===== src/design/wfpe_pkg.sv =====
// wfpe_pkg: shared types, constants and the brightness table of the ws2812 frame encoder
// no dependencies
`timescale 1ns / 1ps

package wfpe_pkg;

    // chain geometry
    localparam int LED_COUNT    = 64;
    localparam int RESET_SLOTS  = 50;
    localparam int BITS_PER_LED = 24;
    localparam int LED_AW       = (LED_COUNT > 1) ? $clog2(LED_COUNT) : 1;
    localparam int MAX_ANGLE    = 45;

    // register reset values
    localparam logic       BRIGHT_EN_RST  = 1'b1;
    localparam logic [5:0] BRIGHT_LVL_RST = 6'd45;
    localparam logic [7:0] DUTY_ONE_RST   = 8'd60;
    localparam logic [7:0] DUTY_ZERO_RST  = 8'd30;

    // item function codes
    localparam logic FUNC_WRITE = 1'b0;
    localparam logic FUNC_SLOT  = 1'b1;

    // configuration register indexes
    typedef enum logic [1:0] {
        CFG_BRIGHT_EN  = 2'd0,
        CFG_BRIGHT_LVL = 2'd1,
        CFG_DUTY_ONE   = 2'd2,
        CFG_DUTY_ZERO  = 2'd3
    } cfg_index_t;

    // colour byte lanes within a bit slot count
    localparam logic [1:0] LANE_GREEN = 2'd0;
    localparam logic [1:0] LANE_RED   = 2'd1;
    localparam logic [1:0] LANE_BLUE  = 2'd2;

    typedef struct packed {
        logic       func;
        logic [5:0] led_index;
        logic [7:0] red;
        logic [7:0] green;
        logic [7:0] blue;
    } in_item_t;

    typedef struct packed {
        logic [7:0] duty;
        logic       frame_end;
    } out_item_t;

    typedef enum logic [1:0] {
        ST_IDLE,
        ST_SCALE,
        ST_EMIT
    } ctrl_state_t;

    // controller to datapath
    typedef struct packed {
        logic wr_en;
        logic rd_en;
        logic mul_en;
        logic load_out;
        logic clear_out;
    } dp_cmd_t;

    // datapath to controller
    typedef struct packed {
        logic out_full;
    } dp_status_t;

    // round(tan(k deg) * 65536); levels above the top saturate to a scale of one
    function automatic logic [16:0] tan_q16(input logic [5:0] lvl);
        logic [16:0] t;
        case (lvl)
            6'd0:  t = 17'd0;
            6'd1:  t = 17'd1144;
            6'd2:  t = 17'd2289;
            6'd3:  t = 17'd3435;
            6'd4:  t = 17'd4583;
            6'd5:  t = 17'd5734;
            6'd6:  t = 17'd6888;
            6'd7:  t = 17'd8047;
            6'd8:  t = 17'd9210;
            6'd9:  t = 17'd10380;
            6'd10: t = 17'd11556;
            6'd11: t = 17'd12739;
            6'd12: t = 17'd13930;
            6'd13: t = 17'd15130;
            6'd14: t = 17'd16340;
            6'd15: t = 17'd17560;
            6'd16: t = 17'd18792;
            6'd17: t = 17'd20036;
            6'd18: t = 17'd21294;
            6'd19: t = 17'd22566;
            6'd20: t = 17'd23853;
            6'd21: t = 17'd25157;
            6'd22: t = 17'd26478;
            6'd23: t = 17'd27818;
            6'd24: t = 17'd29179;
            6'd25: t = 17'd30560;
            6'd26: t = 17'd31964;
            6'd27: t = 17'd33392;
            6'd28: t = 17'd34846;
            6'd29: t = 17'd36327;
            6'd30: t = 17'd37837;
            6'd31: t = 17'd39378;
            6'd32: t = 17'd40951;
            6'd33: t = 17'd42560;
            6'd34: t = 17'd44205;
            6'd35: t = 17'd45889;
            6'd36: t = 17'd47615;
            6'd37: t = 17'd49385;
            6'd38: t = 17'd51202;
            6'd39: t = 17'd53070;
            6'd40: t = 17'd54991;
            6'd41: t = 17'd56970;
            6'd42: t = 17'd59009;
            6'd43: t = 17'd61113;
            6'd44: t = 17'd63287;
            default: t = 17'd65536;
        endcase
        return t;
    endfunction

endpackage


===== src/design/wfpe_ctrl.sv =====
// wfpe_ctrl: sequencing state machine of the frame encoder
// depends on wfpe_pkg
`timescale 1ns / 1ps

module wfpe_ctrl
    import wfpe_pkg::*;
(
    input  logic       clk,
    input  logic       rst_n,
    input  logic       in_valid,
    input  logic       in_func,
    output logic       in_ready,
    input  logic       out_ready,
    input  dp_status_t status,
    output dp_cmd_t    cmd
);

    ctrl_state_t state_reg;
    ctrl_state_t state_next;

    // state register
    always_ff @(posedge clk or negedge rst_n)
    begin
        if (!rst_n)
        begin
            state_reg <= ST_IDLE;
        end
        else
        begin
            state_reg <= state_next;
        end
    end

    // next state and commands
    always_comb
    begin
        state_next    = state_reg;
        in_ready      = 1'b0;
        cmd           = '0;
        cmd.clear_out = status.out_full && out_ready;
        case (state_reg)
            ST_IDLE:
            begin
                in_ready = 1'b1;
                if (in_valid)
                begin
                    if (in_func == FUNC_SLOT)
                    begin
                        cmd.rd_en  = 1'b1;
                        state_next = ST_SCALE;
                    end
                    else
                    begin
                        cmd.wr_en = 1'b1;
                    end
                end
            end
            ST_SCALE:
            begin
                cmd.mul_en = 1'b1;
                state_next = ST_EMIT;
            end
            ST_EMIT:
            begin
                // output register free or being emptied this cycle
                if (!status.out_full || out_ready)
                begin
                    cmd.load_out = 1'b1;
                    state_next   = ST_IDLE;
                end
            end
            default:
            begin
                state_next = ST_IDLE;
            end
        endcase
    end

endmodule


===== src/design/wfpe_datapath.sv =====
// wfpe_datapath: colour store, slot position counters, brightness scaling and output register
// depends on wfpe_pkg
`timescale 1ns / 1ps

module wfpe_datapath
    import wfpe_pkg::*;
(
    input  logic       clk,
    input  logic       rst_n,
    input  dp_cmd_t    cmd,
    output dp_status_t status,
    input  in_item_t   in_data,
    input  logic       cfg_we,
    input  logic [1:0] cfg_index,
    input  logic [7:0] cfg_data,
    output logic       out_valid,
    output out_item_t  out_data
);

    // configuration registers
    logic       bright_en_reg;
    logic [5:0] bright_lvl_reg;
    logic [7:0] duty_one_reg;
    logic [7:0] duty_zero_reg;

    always_ff @(posedge clk or negedge rst_n)
    begin
        if (!rst_n)
        begin
            bright_en_reg  <= BRIGHT_EN_RST;
            bright_lvl_reg <= BRIGHT_LVL_RST;
            duty_one_reg   <= DUTY_ONE_RST;
            duty_zero_reg  <= DUTY_ZERO_RST;
        end
        else if (cfg_we)
        begin
            case (cfg_index_t'(cfg_index))
                CFG_BRIGHT_EN:  bright_en_reg  <= cfg_data[0];
                CFG_BRIGHT_LVL: bright_lvl_reg <= cfg_data[5:0];
                CFG_DUTY_ONE:   duty_one_reg   <= cfg_data;
                CFG_DUTY_ZERO:  duty_zero_reg  <= cfg_data;
                default:        bright_en_reg  <= bright_en_reg;
            endcase
        end
    end

    // colour store, G in the top byte; valid bits stand for the cleared reset state
    logic [23:0]          store_mem [LED_COUNT];
    logic [LED_COUNT-1:0] store_vld_reg;
    logic [LED_AW-1:0]    wr_addr;
    logic                 wr_hit;
    logic [23:0]          rd_data_reg;
    logic                 rd_hit_reg;
    logic [LED_AW-1:0]    led_cnt_reg;

    assign wr_addr = LED_AW'(in_data.led_index);
    assign wr_hit  = cmd.wr_en && (32'(in_data.led_index) < LED_COUNT);

    always_ff @(posedge clk)
    begin
        if (wr_hit)
        begin
            store_mem[wr_addr] <= {in_data.green, in_data.red, in_data.blue};
        end
        if (cmd.rd_en)
        begin
            rd_data_reg <= store_mem[led_cnt_reg];
        end
    end

    always_ff @(posedge clk or negedge rst_n)
    begin
        if (!rst_n)
        begin
            store_vld_reg <= '0;
            rd_hit_reg    <= 1'b0;
        end
        else
        begin
            if (wr_hit)
            begin
                store_vld_reg[wr_addr] <= 1'b1;
            end
            if (cmd.rd_en)
            begin
                rd_hit_reg <= store_vld_reg[led_cnt_reg];
            end
        end
    end

    // slot position: led and bit counters in the data part, then the reset slots
    logic       in_data_part_reg;
    logic [4:0] bit_cnt_reg;
    logic [7:0] rst_cnt_reg;
    logic       last_bit;
    logic       last_led;
    logic       last_rst;

    assign last_bit = (bit_cnt_reg == 5'(BITS_PER_LED - 1));
    assign last_led = (led_cnt_reg == LED_AW'(LED_COUNT - 1));
    assign last_rst = (rst_cnt_reg == 8'(RESET_SLOTS - 1));

    always_ff @(posedge clk or negedge rst_n)
    begin
        if (!rst_n)
        begin
            in_data_part_reg <= 1'b1;
            bit_cnt_reg      <= '0;
            led_cnt_reg      <= '0;
            rst_cnt_reg      <= '0;
        end
        else if (cmd.rd_en)
        begin
            if (in_data_part_reg)
            begin
                if (last_bit)
                begin
                    bit_cnt_reg <= '0;
                    if (last_led)
                    begin
                        led_cnt_reg      <= '0;
                        in_data_part_reg <= 1'b0;
                    end
                    else
                    begin
                        led_cnt_reg <= led_cnt_reg + 1'b1;
                    end
                end
                else
                begin
                    bit_cnt_reg <= bit_cnt_reg + 1'b1;
                end
            end
            else
            begin
                if (last_rst)
                begin
                    rst_cnt_reg      <= '0;
                    in_data_part_reg <= 1'b1;
                end
                else
                begin
                    rst_cnt_reg <= rst_cnt_reg + 1'b1;
                end
            end
        end
    end

    // slot details captured with the store read
    logic       slot_data_reg;
    logic       slot_end_reg;
    logic [4:0] slot_bit_reg;

    always_ff @(posedge clk)
    begin
        if (cmd.rd_en)
        begin
            slot_data_reg <= in_data_part_reg;
            slot_end_reg  <= !in_data_part_reg && last_rst;
            slot_bit_reg  <= bit_cnt_reg;
        end
    end

    // lane select and brightness multiply
    logic [23:0] colour;
    logic [7:0]  lane;
    logic [24:0] product;
    logic [5:0]  lvl_sat;
    logic [7:0]  scaled_reg;

    assign colour  = rd_hit_reg ? rd_data_reg : 24'd0;
    assign lvl_sat = (bright_lvl_reg > 6'(MAX_ANGLE)) ? 6'(MAX_ANGLE) : bright_lvl_reg;

    always_comb
    begin
        case (slot_bit_reg[4:3])
            LANE_GREEN: lane = colour[23:16];
            LANE_RED:   lane = colour[15:8];
            LANE_BLUE:  lane = colour[7:0];
            default:    lane = colour[7:0];
        endcase
    end

    assign product = 25'(lane) * 25'(tan_q16(lvl_sat));

    always_ff @(posedge clk)
    begin
        if (cmd.mul_en)
        begin
            scaled_reg <= bright_en_reg ? product[23:16] : lane;
        end
    end

    // output register
    logic      out_valid_reg;
    out_item_t out_data_reg;
    out_item_t out_next;

    always_comb
    begin
        out_next.frame_end = slot_end_reg;
        if (!slot_data_reg)
        begin
            out_next.duty = 8'd0;
        end
        else if (scaled_reg[~slot_bit_reg[2:0]])
        begin
            out_next.duty = duty_one_reg;
        end
        else
        begin
            out_next.duty = duty_zero_reg;
        end
    end

    always_ff @(posedge clk)
    begin
        if (cmd.load_out)
        begin
            out_data_reg <= out_next;
        end
    end

    always_ff @(posedge clk or negedge rst_n)
    begin
        if (!rst_n)
        begin
            out_valid_reg <= 1'b0;
        end
        else if (cmd.load_out)
        begin
            out_valid_reg <= 1'b1;
        end
        else if (cmd.clear_out)
        begin
            out_valid_reg <= 1'b0;
        end
    end

    assign out_valid       = out_valid_reg;
    assign out_data        = out_data_reg;
    assign status.out_full = out_valid_reg;

    // checks
    a_bit_range: assert property (@(posedge clk) disable iff (!rst_n)
        bit_cnt_reg <= 5'(BITS_PER_LED - 1))
        else $error("bit counter beyond last bit of an led");

    a_rst_range: assert property (@(posedge clk) disable iff (!rst_n)
        rst_cnt_reg <= 8'(RESET_SLOTS - 1))
        else $error("reset slot counter beyond frame");

    a_load_valid: assert property (@(posedge clk) disable iff (!rst_n)
        cmd.load_out |=> out_valid_reg)
        else $error("loaded item not shown as valid");

    a_end_zero: assert property (@(posedge clk) disable iff (!rst_n)
        (out_valid_reg && out_data_reg.frame_end) |-> (out_data_reg.duty == 8'd0))
        else $error("frame end item carries a non-zero duty");

endmodule


===== src/design/ws2812_frame_pwm_encoder.sv =====
// ws2812_frame_pwm_encoder: top level, joins controller and datapath
// depends on wfpe_pkg, wfpe_ctrl, wfpe_datapath
//
//  channel | handshake            | payload
//  --------+----------------------+----------------------------------------
//  in      | in_valid / in_ready  | in_data: func, led_index, red, green, blue
//  out     | out_valid / out_ready| out_data: duty, frame_end
//  cfg     | cfg_valid / cfg_ready| cfg_index, cfg_data (always ready)
//
// a write item is taken in the idle state; a slot item takes three steps (store read,
// registered brightness multiply, output load), and no new item is accepted until its load
// the output register holds a finished item while the next item is accepted
// a stalled output holds the third step until the register frees
// reset clears the colour store valid bits, so all leds read as zero at once
`timescale 1ns / 1ps

module ws2812_frame_pwm_encoder
    import wfpe_pkg::*;
(
    input  logic       clk,
    input  logic       rst_n,
    input  logic       in_valid,
    output logic       in_ready,
    input  in_item_t   in_data,
    output logic       out_valid,
    input  logic       out_ready,
    output out_item_t  out_data,
    input  logic       cfg_valid,
    output logic       cfg_ready,
    input  logic [1:0] cfg_index,
    input  logic [7:0] cfg_data
);

    dp_cmd_t    cmd;
    dp_status_t status;

    // configuration writes are taken in any cycle
    assign cfg_ready = 1'b1;

    wfpe_ctrl u_ctrl (
        .clk       (clk),
        .rst_n     (rst_n),
        .in_valid  (in_valid),
        .in_func   (in_data.func),
        .in_ready  (in_ready),
        .out_ready (out_ready),
        .status    (status),
        .cmd       (cmd)
    );

    wfpe_datapath u_datapath (
        .clk       (clk),
        .rst_n     (rst_n),
        .cmd       (cmd),
        .status    (status),
        .in_data   (in_data),
        .cfg_we    (cfg_valid && cfg_ready),
        .cfg_index (cfg_index),
        .cfg_data  (cfg_data),
        .out_valid (out_valid),
        .out_data  (out_data)
    );

endmodule


===== config.mk =====
export PLATFORM = sky130hd
export DESIGN_NAME = ws2812_frame_pwm_encoder
export DESIGN_NICKNAME = d
export VERILOG_FILES = /design/src/design/wfpe_pkg.sv /design/src/design/wfpe_ctrl.sv /design/src/design/wfpe_datapath.sv /design/src/design/ws2812_frame_pwm_encoder.sv
export SDC_FILE = /design/constraint.sdc
export NUM_CORES = 2
export LEC_CHECK = 0
export CORE_UTILIZATION = 45
export DETAILED_ROUTE_END_ITERATION = 10
export DONT_BUFFER_PORTS = 1
export SLEW_MARGIN = 40
export SYNTH_ARGS = -nofsm -noshare
export SYNTH_HDL_FRONTEND = slang
export SYNTH_SLANG_ARGS = --single-unit

===== constraint.sdc =====
create_clock -name clk -period 8.5 [get_ports clk]
set_input_delay 0 -clock clk [delete_from_list [all_inputs] [get_ports clk]]
set_output_delay 0 -clock clk [all_outputs]
set_load 0.005 [all_outputs]

==> flow_summary.json <==
{
  "status": "completed",
  "cts_max_path_buffers": 3,
  "synth_fp_nets": 3543,
  "fin_crit_ns": 7.81,
  "area_growth_pct": 15.8,
  "hold_violations": 0,
  "routedWlPerCell_um": 30.0,
  "coreArea_um2": 154000,
  "yosysMostFrequentCell": "edfxtp_1",
  "fillers": 11800,
  "multi_input_area_um2": 18800,
  "synth_common_cells": "1,584 x edfxtp_1, 527 x mux4_2, 189 x nor2_1",
  "yosys.area.top_type": "edfxtp_1",
  "vias": 34300,
  "relSlewSlack_pct": 43.2,
  "cts.sink_count": 1695,
  "htree_num_levels": 4,
  "seqCellArea_um2": 50400,
  "grt-ovfl-total": 0,
  "power_density_nw_per_um2": 221,
  "crit_fanout": 10,
  "drcViolationCount": 0,
  "largest_register_ffs": 1536,
  "synth.area.top_cells": "edfxtp_1 68%, mux4_2 17%, dfrtp_1 3.5%",
  "holdWs_ns": 0.0655,
  "synth_area_um2": 69900,
  "grt_pass1_vias": 36200,
  "setup.worst_path.end_class": "flip-flop",
  "cpLargestDelayFamily": "adder cells",
  "synth_warnings": 0,
  "numCtsBuffers": 172,
  "async_flop_share_pct": 6.55,
  "rrSetupSlack_ns": 0.69,
  "dr.pass1.iters": 7,
  "fin_crit_sh_pct": 91.9,
  "via_per_inst": 5.93,
  "yosysTopAreaCellShare_pct": 68.1,
  "worst_path_max_delay_cell": "fa_1",
  "antenna_left": 0,
  "max_stage_delay_ns": 0.53,
  "synth-seq-cells": 1695,
  "drt-initial-drc-count": 3006,
  "cap_violations": 0,
  "worstSetupPathType": "reg2reg",
  "dieArea_um2": 157000,
  "syn_area_per_cell_um2": 20.8,
  "total_power_mw": 17.9,
  "cts_tree": "built",
  "portBuffers": 0,
  "rsz0062_at_grt": "no",
  "final_nets": 3774,
  "dpl_cell_area_um2": 73900,
  "place.gp.congestion": 0.818,
  "wl_um": 174000,
  "cp.buffers_inverters": 4,
  "grtUsageTotal_pct": 22.5,
  "io_pins": 58,
  "drive_above_1_share_pct": 30.4,
  "fin_area_um2": 80900,
  "clk_pin_slew_worst_paths_ns": 0.06,
  "grt_pass1_wl_um": 253000,
  "crit_required_ns": 9.01,
  "worst_slew_pin_slew_ns": 0.851,
  "crit_arrival_ns": 8.32,
  "irDropWorstVdd_mv": 0.191,
  "synthFlopType": "edfxtp_1",
  "die_h_um": 396,
  "start_util_pct": 45.4,
  "clk_latency_ns": 0.82,
  "setup_tns_ns": 0,
  "antenna_found_initial": 5,
  "grt_max_degree": 99,
  "worstSetupStartpointType": "flip-flop",
  "synth_cell_types": 69,
  "min_path_type": "in2reg",
  "final_util_pct": 52.5,
  "power_leakage_nw": 26.0,
  "yosysSeqAreaShare_pct": 72.1,
  "postSynthCellCount": 3357,
  "fin_worst_skew_ns": 0.0549,
  "die_w_um": 396,
  "postCtsSetupBuffers": 0,
  "max_freq_mhz": 128,
  "final-setup-viol-count": 0,
  "slew_violations": 0,
  "cts-root-buf": "clkbuf_16",
  "num_rows": 144,
  "place_hpwl_um": 101000,
  "synth_edf_count": 1584
}
layer usage:
metal	vias to the layer above	share of wire, %	GRT usage [%]
li1	14100	-	-
met1	18600	40	30.3
met2	1282	51	38.1
met3	297	6.8	3.82
met4	8	2.4	5.92
met5	-	0.032	0
final cells by class:
cell class                 count  share of cell area, %
clock inverter               101                   1.15
clock buffer                 219                   5.64
inverter                     125                  0.580
timing repair buffer         226                   3.94
multi-input combinational   1368                   23.3
tap                         2044                   3.16
antenna                        4                 0.0124
sequential                  1695                   62.2
cells by family (layout without fill, tap and decap cells):
logic type,after synthesis,after routing,share of synthesized area [%]
buffers and inverters,294,671,1.69
muxes,575,575,17.7
xor gates and xnor gates,16,16,0.201
AOI/OAI and AO/OA,162,162,1.55
adders and majority gates,140,140,3.45
other,1,5,0.00537
and+or+nand+nor,474,474,3.32
DFF,1695,1695,72.1
worst register-to-register path: cells and delay by family (launching register included):
kind,cells,cell delay (ns)
flops,1,0.37
buf+inv,4,0.28
simple gates,8,1.68
compound gates,9,2.33
xor+xnor,1,0.15
fa+ha+maj,6,2.71
through the flow:
stage               setup slack (ns)  instances
detailed placement             0.804       5357
CTS                            0.735       5776
floorplan                      0.843       3357
global route                   0.230       5778
finish                         0.690       5782
global placement               0.948       5312
path summary, 6_finish.rpt:
check,start,to,cells past startpoint
setup / recovery,u_datapath.bright_lvl_reg[1],u_datapath.scaled_reg[7],28
hold / removal,in_data[25],u_datapath.store_mem[31][17],3
setup reg to reg,u_datapath.bright_lvl_reg[1],u_datapath.scaled_reg[7],28
hold reg to reg,u_datapath.store_vld_reg[58],u_datapath.store_vld_reg[58],1
max in group asynchronous,rst_n,u_datapath.store_vld_reg[26],4
min in group asynchronous,rst_n,u_datapath.duty_one_reg[4],3
report_power, final:
part	leakage, nW	total (mW)	internal [mW]	switching (mW)
registers	15.7	9.29	9.23	0.0654
clock network	2.66	7.33	4.15	3.18
logic	7.70	1.23	0.437	0.791
total	26.0	17.9	13.8	4.03
cells in the final DEF (no fill, tap or decap), types with 7 or more instances in the layout:
| cell type | n |
|---|---|
| dlygate4sd3_1 | 73 |
| buf_4 | 71 |
| a31oi_1 | 7 |
| o211ai_1 | 13 |
| mux2_2 | 33 |
| ha_1 | 52 |
| fa_1 | 88 |
| buf_12 | 7 |
| nor2_1 | 125 |
| buf_16 | 55 |
| a211oi_1 | 8 |
| clkinv_1 | 51 |
| nor2b_1 | 18 |
| clkinv_2 | 22 |
| or2_2 | 90 |
| mux2i_1 | 13 |
| clkbuf_1 | 42 |
| xnor2_1 | 10 |
| mux4_2 | 527 |
| bufinv_16 | 11 |
| nand4_1 | 7 |
| a21o_1 | 7 |
| a21oi_1 | 32 |
| edfxtp_1 | 1584 |
| nand2_1 | 76 |
| buf_8 | 12 |
| dfstp_2 | 14 |
| dfrtp_1 | 92 |
| nor2_2 | 10 |
| clkbuf_16 | 175 |
| nand2b_1 | 21 |
| nor2_4 | 54 |
| inv_1 | 123 |
| o21ai_0 | 51 |
| nand3_1 | 25 |
| buf_6 | 8 |
repair_timing:
action | 4_1_cts | 5_1_grt
endpoints found under the hold margin | 1762 | 0
resized for setup | 0 | 0
hold buffers | 99 | 0
setup endpoints to repair | 0 | 0
Power figures use the tool's default switching activity.
